`src/rtl/rtnh_pkg.sv`:
```
// Package of the route table next-hop engine: operation codes, address
// constants, sequencer states and the table command group. No dependencies.
package rtnh_pkg;

    localparam int ADDR_W = 32;
    localparam int FUNC_W = 2;

    localparam logic [ADDR_W-1:0] ADDR_NONE = 32'hFFFF_FFFF;
    localparam logic [ADDR_W-1:0] ADDR_ZERO = 32'h0000_0000;

    localparam logic [FUNC_W-1:0] FUNC_LOOKUP = 2'd0;
    localparam logic [FUNC_W-1:0] FUNC_ADD    = 2'd1;
    localparam logic [FUNC_W-1:0] FUNC_DEL    = 2'd2;
    localparam logic [FUNC_W-1:0] FUNC_RSVD   = 2'd3;

    localparam logic STATUS_OK   = 1'b0;
    localparam logic STATUS_FULL = 1'b1;

    typedef enum logic [1:0] {
        ST_IDLE,
        ST_SCAN,
        ST_DONE
    } state_t;

    // Write-side commands to the table; they all share one write address.
    typedef struct packed {
        logic wr_dest;
        logic wr_hop;
        logic set_occ;
        logic clr_occ;
    } tbl_cmd_t;

endpackage

```
`src/rtl/rtnh_if.sv`:
```
// Request and response channel interfaces of the route table engine.
// Depends on rtnh_pkg for the field widths.
interface rtnh_req_if
    import rtnh_pkg::*;
();
    logic              valid;
    logic              ready;
    logic [FUNC_W-1:0] func;
    logic [ADDR_W-1:0] dest_addr;
    logic [ADDR_W-1:0] hop_addr;

    modport source (output valid, output func, output dest_addr, output hop_addr,
                    input ready);
    modport sink   (input valid, input func, input dest_addr, input hop_addr,
                    output ready);
endinterface

interface rtnh_rsp_if
    import rtnh_pkg::*;
();
    logic              valid;
    logic              ready;
    logic [ADDR_W-1:0] next_hop;
    logic              status;

    modport source (output valid, output next_hop, output status, input ready);
    modport sink   (input valid, input next_hop, input status, output ready);
endinterface

```
`src/rtl/route_table_next_hop_engine.sv`:
```
// Route table next-hop engine: a table of ENTRIES destination/next-hop pairs
// with lookup, add-or-update and delete-by-next-hop operations, one request
// beat in and one response beat out per operation. A lookup of the broadcast
// address and the unused operation code are answered without touching the
// table: the sequencer goes straight from idle to done, and the result is
// loaded into the response register once that is free. Every other
// operation scans the table through its single read port, one entry per
// cycle (lookups and updates that hit stop the scan early). The engine
// holds one operation at a time and raises req.ready again once the result
// sits in the response register, so a new request overlaps a waiting
// response. Reset empties the table at once; there is no clearing pass.
// Depends on rtnh_pkg, rtnh_if and rtnh_table.
module route_table_next_hop_engine
    import rtnh_pkg::*;
#(
    parameter int ENTRIES = 32
)
(
    input  logic       clk,
    input  logic       rst_n,
    rtnh_req_if.sink   req,
    rtnh_rsp_if.source rsp
);

    localparam int IDX_W = (ENTRIES > 1) ? $clog2(ENTRIES) : 1;
    localparam int CNT_W = $clog2(ENTRIES + 1);
    localparam logic [CNT_W-1:0] CNT_END = CNT_W'(ENTRIES);

    // Sequencer state and the operation being served.
    state_t            state_reg, state_next;
    logic [FUNC_W-1:0] op_reg;
    logic [ADDR_W-1:0] dest_reg;
    logic [ADDR_W-1:0] hop_reg;

    // Scan pipeline: rd_cnt_reg is the next entry to read, cmp_idx_reg the
    // entry whose words sit in the table's read register this cycle.
    logic [CNT_W-1:0]  rd_cnt_reg;
    logic              cmp_vld_reg;
    logic [IDX_W-1:0]  cmp_idx_reg;
    logic              free_vld_reg;
    logic [IDX_W-1:0]  free_idx_reg;

    // Result under construction and the response register.
    logic [ADDR_W-1:0] res_hop_reg;
    logic              res_status_reg;
    logic              rsp_valid_reg;
    logic [ADDR_W-1:0] rsp_hop_reg;
    logic              rsp_status_reg;

    // Table interface.
    logic              tbl_rd_en;
    tbl_cmd_t          tbl_cmd;
    logic [IDX_W-1:0]  tbl_wr_addr;
    logic [ADDR_W-1:0] tbl_rd_dest;
    logic [ADDR_W-1:0] tbl_rd_hop;
    logic              tbl_rd_occ;

    logic              req_direct;
    logic              issue;
    logic [ADDR_W-1:0] cmp_data;
    logic [ADDR_W-1:0] cmp_key;
    logic              hit;
    logic              scan_end;
    logic              finish;
    logic              rsp_free;

    rtnh_table #(
        .ENTRIES (ENTRIES),
        .IDX_W   (IDX_W)
    ) u_table (
        .clk     (clk),
        .rst_n   (rst_n),
        .rd_en   (tbl_rd_en),
        .rd_addr (rd_cnt_reg[IDX_W-1:0]),
        .cmd     (tbl_cmd),
        .wr_addr (tbl_wr_addr),
        .wr_dest (dest_reg),
        .wr_hop  (hop_reg),
        .rd_dest (tbl_rd_dest),
        .rd_hop  (tbl_rd_hop),
        .rd_occ  (tbl_rd_occ)
    );

    // Broadcast lookups and the unused code need no scan.
    assign req_direct = (req.func == FUNC_RSVD) ||
                        ((req.func == FUNC_LOOKUP) && (req.dest_addr == ADDR_NONE));

    assign issue = (state_reg == ST_SCAN) && (rd_cnt_reg < CNT_END);

    // The one shared comparator: deletes match on the next-hop word,
    // lookups and adds on the destination word. Empty entries never match.
    assign cmp_data = (op_reg == FUNC_DEL) ? tbl_rd_hop : tbl_rd_dest;
    assign cmp_key  = (op_reg == FUNC_DEL) ? hop_reg : dest_reg;
    assign hit      = (state_reg == ST_SCAN) && cmp_vld_reg && tbl_rd_occ &&
                      (cmp_data == cmp_key);

    // The scan is over when nothing is left to read and nothing is in flight.
    assign scan_end = (state_reg == ST_SCAN) && !cmp_vld_reg && !issue;
    assign finish   = scan_end || (hit && (op_reg != FUNC_DEL));
    assign rsp_free = !rsp_valid_reg || rsp.ready;

    always_comb
    begin
        state_next = state_reg;
        case (state_reg)
            ST_IDLE:
            begin
                if (req.valid)
                begin
                    state_next = req_direct ? ST_DONE : ST_SCAN;
                end
            end
            ST_SCAN:
            begin
                if (finish)
                begin
                    state_next = ST_DONE;
                end
            end
            ST_DONE:
            begin
                if (rsp_free)
                begin
                    state_next = ST_IDLE;
                end
            end
            default:
            begin
                state_next = ST_IDLE;
            end
        endcase
    end

    // Table commands. An update that hits rewrites the next hop in place; a
    // delete clears occupancy of each hit; an add that missed fills the first
    // free entry once the scan is over. An add of the broadcast address
    // stores its next hop but leaves the entry empty.
    always_comb
    begin
        tbl_rd_en   = issue;
        tbl_cmd     = '0;
        tbl_wr_addr = cmp_idx_reg;
        if (hit && (op_reg == FUNC_ADD))
        begin
            tbl_cmd.wr_hop = 1'b1;
        end
        if (hit && (op_reg == FUNC_DEL))
        begin
            tbl_cmd.clr_occ = 1'b1;
        end
        if (scan_end && (op_reg == FUNC_ADD) && free_vld_reg)
        begin
            tbl_wr_addr     = free_idx_reg;
            tbl_cmd.wr_dest = 1'b1;
            tbl_cmd.wr_hop  = 1'b1;
            tbl_cmd.set_occ = (dest_reg != ADDR_NONE);
        end
    end

    always_ff @(posedge clk or negedge rst_n)
    begin
        if (!rst_n)
        begin
            state_reg     <= ST_IDLE;
            rd_cnt_reg    <= '0;
            cmp_vld_reg   <= 1'b0;
            free_vld_reg  <= 1'b0;
            rsp_valid_reg <= 1'b0;
        end
        else
        begin
            state_reg <= state_next;
            if ((state_reg == ST_IDLE) && req.valid)
            begin
                rd_cnt_reg   <= '0;
                cmp_vld_reg  <= 1'b0;
                free_vld_reg <= 1'b0;
            end
            else if (state_reg == ST_SCAN)
            begin
                cmp_vld_reg <= issue && !finish;
                if (issue)
                begin
                    rd_cnt_reg <= rd_cnt_reg + CNT_W'(1);
                end
                if (cmp_vld_reg && !tbl_rd_occ && !free_vld_reg)
                begin
                    free_vld_reg <= 1'b1;
                end
            end
            if ((state_reg == ST_DONE) && rsp_free)
            begin
                rsp_valid_reg <= 1'b1;
            end
            else if (rsp.ready)
            begin
                rsp_valid_reg <= 1'b0;
            end
        end
    end

    // Payload registers.
    always_ff @(posedge clk)
    begin
        if ((state_reg == ST_IDLE) && req.valid)
        begin
            op_reg         <= req.func;
            dest_reg       <= req.dest_addr;
            hop_reg        <= req.hop_addr;
            // A lookup defaults to a miss; every other operation reports zero.
            res_hop_reg    <= (req.func == FUNC_LOOKUP) ? ADDR_NONE : ADDR_ZERO;
            res_status_reg <= STATUS_OK;
        end
        else if (state_reg == ST_SCAN)
        begin
            if (issue)
            begin
                cmp_idx_reg <= rd_cnt_reg[IDX_W-1:0];
            end
            if (cmp_vld_reg && !tbl_rd_occ && !free_vld_reg)
            begin
                free_idx_reg <= cmp_idx_reg;
            end
            if (hit && (op_reg == FUNC_LOOKUP))
            begin
                res_hop_reg <= tbl_rd_hop;
            end
            if (scan_end && (op_reg == FUNC_ADD) && !free_vld_reg)
            begin
                res_status_reg <= STATUS_FULL;
            end
        end
        if ((state_reg == ST_DONE) && rsp_free)
        begin
            rsp_hop_reg    <= res_hop_reg;
            rsp_status_reg <= res_status_reg;
        end
    end

    assign req.ready    = (state_reg == ST_IDLE);
    assign rsp.valid    = rsp_valid_reg;
    assign rsp.next_hop = rsp_hop_reg;
    assign rsp.status   = rsp_status_reg;

endmodule

```
`src/rtl/rtnh_table.sv`:
```
// Route table storage: destination and next-hop memories plus occupancy flags.
// Depends on rtnh_pkg for the command struct and address width.
module rtnh_table
    import rtnh_pkg::*;
#(
    parameter int ENTRIES = 32,
    parameter int IDX_W   = 5
)
(
    input  logic              clk,
    input  logic              rst_n,
    input  logic              rd_en,
    input  logic [IDX_W-1:0]  rd_addr,
    input  tbl_cmd_t          cmd,
    input  logic [IDX_W-1:0]  wr_addr,
    input  logic [ADDR_W-1:0] wr_dest,
    input  logic [ADDR_W-1:0] wr_hop,
    output logic [ADDR_W-1:0] rd_dest,
    output logic [ADDR_W-1:0] rd_hop,
    output logic              rd_occ
);

    logic [ADDR_W-1:0] dest_mem [ENTRIES];
    logic [ADDR_W-1:0] hop_mem  [ENTRIES];
    logic [ENTRIES-1:0] occ_reg;
    logic [ADDR_W-1:0] rd_dest_reg;
    logic [ADDR_W-1:0] rd_hop_reg;
    logic              rd_occ_reg;

    // An entry is occupied only while it holds a real destination, so the
    // memories need no reset: unoccupied words are never compared.
    always_ff @(posedge clk)
    begin
        if (cmd.wr_dest)
        begin
            dest_mem[wr_addr] <= wr_dest;
        end
        if (cmd.wr_hop)
        begin
            hop_mem[wr_addr] <= wr_hop;
        end
        if (rd_en)
        begin
            rd_dest_reg <= dest_mem[rd_addr];
            rd_hop_reg  <= hop_mem[rd_addr];
        end
    end

    always_ff @(posedge clk or negedge rst_n)
    begin
        if (!rst_n)
        begin
            occ_reg    <= '0;
            rd_occ_reg <= 1'b0;
        end
        else
        begin
            if (cmd.set_occ)
            begin
                occ_reg[wr_addr] <= 1'b1;
            end
            else if (cmd.clr_occ)
            begin
                occ_reg[wr_addr] <= 1'b0;
            end
            if (rd_en)
            begin
                rd_occ_reg <= occ_reg[rd_addr];
            end
        end
    end

    assign rd_dest = rd_dest_reg;
    assign rd_hop  = rd_hop_reg;
    assign rd_occ  = rd_occ_reg;

endmodule

```
`src/flat_wrapper.sv`:
```
// flat-port wrapper written by rule: the top's interface ports become plain ports
module route_table_next_hop_engine_flat import rtnh_pkg::*;
#(
    parameter int ENTRIES = 32
)
  (clk, rst_n, req_valid, req_func, req_dest_addr, req_hop_addr, req_ready, rsp_valid, rsp_next_hop, rsp_status, rsp_ready);
  rtnh_req_if req_i ();
  rtnh_rsp_if rsp_i ();
  input  logic clk;
  input  logic rst_n;
  input wire logic [$bits(req_i.valid)-1:0] req_valid;
  input wire logic [$bits(req_i.func)-1:0] req_func;
  input wire logic [$bits(req_i.dest_addr)-1:0] req_dest_addr;
  input wire logic [$bits(req_i.hop_addr)-1:0] req_hop_addr;
  output wire logic [$bits(req_i.ready)-1:0] req_ready;
  output wire logic [$bits(rsp_i.valid)-1:0] rsp_valid;
  output wire logic [$bits(rsp_i.next_hop)-1:0] rsp_next_hop;
  output wire logic [$bits(rsp_i.status)-1:0] rsp_status;
  input wire logic [$bits(rsp_i.ready)-1:0] rsp_ready;
  assign req_i.valid = req_valid;
  assign req_i.func = req_func;
  assign req_i.dest_addr = req_dest_addr;
  assign req_i.hop_addr = req_hop_addr;
  assign req_ready = req_i.ready;
  assign rsp_valid = rsp_i.valid;
  assign rsp_next_hop = rsp_i.next_hop;
  assign rsp_status = rsp_i.status;
  assign rsp_i.ready = rsp_ready;
  route_table_next_hop_engine #(.ENTRIES(ENTRIES)) u_core (.clk(clk), .rst_n(rst_n), .req(req_i), .rsp(rsp_i));
endmodule
```
`config.mk`:
```
export PLATFORM = sky130hd
export DESIGN_NAME = route_table_next_hop_engine_flat
export DESIGN_NICKNAME = d
export VERILOG_FILES = /design/src/rtl/rtnh_pkg.sv /design/src/rtl/rtnh_if.sv /design/src/rtl/route_table_next_hop_engine.sv /design/src/rtl/rtnh_table.sv /design/src/flat_wrapper.sv
export SDC_FILE = /design/constraint.sdc
export NUM_CORES = 2
export LEC_CHECK = 0
export BUFFER_PORTS_ARGS = -buffer_cell sky130_fd_sc_hd__buf_2
export CORE_MARGIN = 3
export CORE_UTILIZATION = 55
export CTS_CLUSTER_SIZE = 40
export DETAILED_ROUTE_END_ITERATION = 7
export PLACE_DENSITY = 0.74
export SYNTH_ARGS = -nofsm -noshare
export SYNTH_HDL_FRONTEND = slang
export SYNTH_HIERARCHICAL = 1
export SYNTH_SLANG_ARGS = --single-unit
```
`constraint.sdc`:
```
create_clock -name clk -period 5.3 [get_ports clk]
set_input_delay 0.265 -clock clk [delete_from_list [all_inputs] [get_ports clk]]
set_output_delay 0.265 -clock clk [all_outputs]
set_load 0.02 [all_outputs]
```
==> metrics <==
status=finished, final reports clean; unrepaired setup endpoints after global routing=no; Slew HR=0.09811; setup TNS=0 ns; core area=roughly 160000 um^2; Fin Hold WS=0.04871 ns; CTS tree=done; Reg2Reg Setup Slack=0.94 ns; library cells used by synthesis=56; Total GRT Usage=0.2711; hold crit path type=in -> async; clock latency at the later pin of the worst-skew pair=between 0.8 and 0.9 ns; max incr delay on CP=about 0.98 ns; DRT Wirelength=218300 um; power per cell area=between 400 and 500 nW/um^2; worst path required time=a little under 6 ns; dpl cells=5929; Yosys top cell by area=edfxtp_1; Largest regs=u_core/u_table/dest_mem: 1024 flops, u_core/u_table/hop_mem: 1024 flops; die height=around 400 um; largest net degree at the start of global routing=between 90 and 100; Worst VDD drop=about 0.00042 V; Buf/Inv on CP=3; Synth top area share=0.7709; Worst-Margin Slew=1.351 ns; Finished Layout Cells=6406; cts repair resizes=0; Worst Setup End Kind=register; die area=approximately 160000 um^2; root buf cell=clkbuf_16; clk buf depth=3; kind of critical path=reg -> reg; cells after synthesis=between 3000 and 4000; DRC viols=0; Reg clk slew, reported paths=0.06 ns; hpwl dp=126600 um; Via Count=42780; ranking of synthesized cells by area=edfxtp_1 77%, mux4_2 14%, mux2i_1 1.6%, dfrtp_1 1.3%, mux2_2 0.65%; H-tree depth=4; Max Cap Viol=0; Synth-to-Final Area Change=13.26%; f_max=between 0.2 and 0.25 GHz; PortBufs=~100; ys async rst share=0.01915; ratio of cells with drive above 1 in the final layout=0.2970; startpoint types=register; antenna-violating nets left=0; Leak Pwr=between 30 and 40 nW; Slew Limit Fails=0; number of primary I/O pins=about 110; vias in the first global route=42220; Routed WL per cell=approximately 34 um; launch point of the critical path=u_core/state_reg[0]; row count=approximately 150; antenna violations before repair=9; CTS Sinks=between 2000 and 2500; number of synthesized flops with an enable pin=approximately 2300; Final Core Density=0.6319; final worst slack=a little over 0.9 ns; Syn Nets=a little under 4000; post-layout net count=about 4200; Avg Inst Size Synth=23.19 um^2; FF-to-FF End=u_core/u_table/dest_mem[30][5]; crit path to=u_core/u_table/dest_mem[30][5]; CP Max Fanout=25; skew final=between 0.04 and 0.05 ns; Vias/cell=between 6 and 7; Die Wd=slightly above 400 um; initial core utilization=0.5580; worst-case reg-to-reg path depth=10; first-pass GRT wire length=between 300000 and 400000 um; Pre-Repair DR Iteration Count=6; pre-CTS WS=1.173 ns; Syn. warnings=6; cell count along the critical path=10; total congestion overflow=0; Initial DRC Count=around 6100; minimum clock period=about 4.4 ns; critical-path cell list=nor2b_1 > nand4_2 > inv_1 > buf_4 > nand2_1 > nand2_1 > nand2b_1 > nor2_1 > and2_2 > buf_4; crit-path leading delay family=simple AND/OR/NAND/NOR gates; Seq/Total Area, Yosys=0.7836; Yosys reg bits=roughly 2300; Worst Path Arrival=between 4 and 5 ns; FF-to-FF Start=u_core/state_reg[0]; period utilization=0.8234; Hold Violations, Final=0; GPL Wtd Cong=around 0.87; Slowest cell on crit path=and2_2; top_reg_cell synth=edfxtp_1; final setup violating endpoints=0; Post-Syn Area=87760 um^2; CTS Buf Count=216
## placed cells by master (no fill, tap or decap), drive strengths merged, types with 10 or more instances in the layout
cell | synthesis | final
bufinv | 0 | 15
xor2 | 35 | 35
nor2b | 12 | 12
a221o | 13 | 13
nor4 | 12 | 12
mux2 | 51 | 51
edfxtp | 2253 | 2253
mux4 | 564 | 564
nand4 | 30 | 30
inv | 4 | 11
nor2 | 49 | 49
o22ai | 19 | 19
dfrtp | 44 | 44
and2 | 64 | 64
clkinvlp | 0 | 10
mux2i | 139 | 139
buf | 110 | 272
clkbuf | 76 | 265
a22o | 34 | 34
xnor2 | 32 | 32
nand2 | 128 | 128
o22a | 22 | 22
o221ai | 22 | 22
dlygate4sd3 | 0 | 68
clkinv | 1 | 108
## repair_timing
action                    4_1_cts  5_1_grt
hold buffers                   68        0
hold endpoints to repair      111        0
setup buffers                   0        0
## synth_stat cells (29+ instances only)
| master | count |
|---|---|
| edfxtp_1 | 2253 |
| mux4_2 | 564 |
| mux2i_1 | 139 |
| nand2_1 | 127 |
| clkbuf_1 | 76 |
| and2_1 | 64 |
| mux2_2 | 51 |
| buf_2 | 47 |
| nor2_1 | 47 |
| dfrtp_1 | 44 |
| xor2_1 | 35 |
| a22o_1 | 34 |
| buf_1 | 34 |
| xnor2_1 | 32 |
| nand4_1 | 29 |
## routing by layer
layer,global-route usage,up-vias,part of all wire
met4,0.09554,6,0.037
met1,0.3910,22690,0.37
met3,0.06192,415,0.11
met2,0.4154,2866,0.48
li1,-,16800,-
met5,0,-,0.00018
## layout make-up
cell class                      count  area, um^2
Inverter                            5       23.77
Clock inverter                    139        1351
Antenna cell                        5       12.51
Multi-Input combinational cell   1296       18190
Tap cell                         2058        2575
Sequential cell                  2298       68790
Timing Repair Buffer              340        2838
Clock buffer                      265        5619
Fill cell                        9851       57890
## cells by family (layout without fill, tap and decap cells)
group	Yosys count	in the layout	synth area share
flops	2298	2298	0.7836
other cells	0	5	0
compound gates	135	135	0.01282
xor+xnor	67	67	0.006686
simple gates	339	339	0.01933
fa+ha+maj	1	1	0.0001425
mux	754	754	0.1671
buf+inv	191	749	0.01025
## report_power, final
group          switching [mW]  total, mW  internal (mW)
Clock                    6.72       15.1           8.34
Combinational            5.61       9.91           4.30
Sequential              0.645       22.1           21.5
Total                    13.0       47.1           34.1
## worst min-delay path, delay by kind of cell
family	cells	cell delay, ns
buffers and inverters	3	1.13
## per-stage QoR
step | power, mW | area (um^2)
6_report | 47.09 | 99400
5_1_grt | 48.57 | 99390
4_1_cts | 47.32 | 99390
3_5_place_dp | 32.34 | 91740
3_3_place_gp | 32.23 | 91740
2_1_floorplan | 28.88 | 87760
## worst min path at each step
stage                     cells after the start  slack, ns                 end  start
after floorplan                               0      -0.03  u_core/cmp_vld_reg  rst_n
after global placement                        2       0.39    u_core/rsp.valid  rst_n
after detailed placement                      2       0.40    u_core/rsp.valid  rst_n
after CTS                                     3       0.02    u_core/rsp.valid  rst_n
after global routing                          3       0.08    u_core/rsp.valid  rst_n
final                                         3       0.05    u_core/rsp.valid  rst_n
Note: power is estimated with default switching activity, not from simulation.
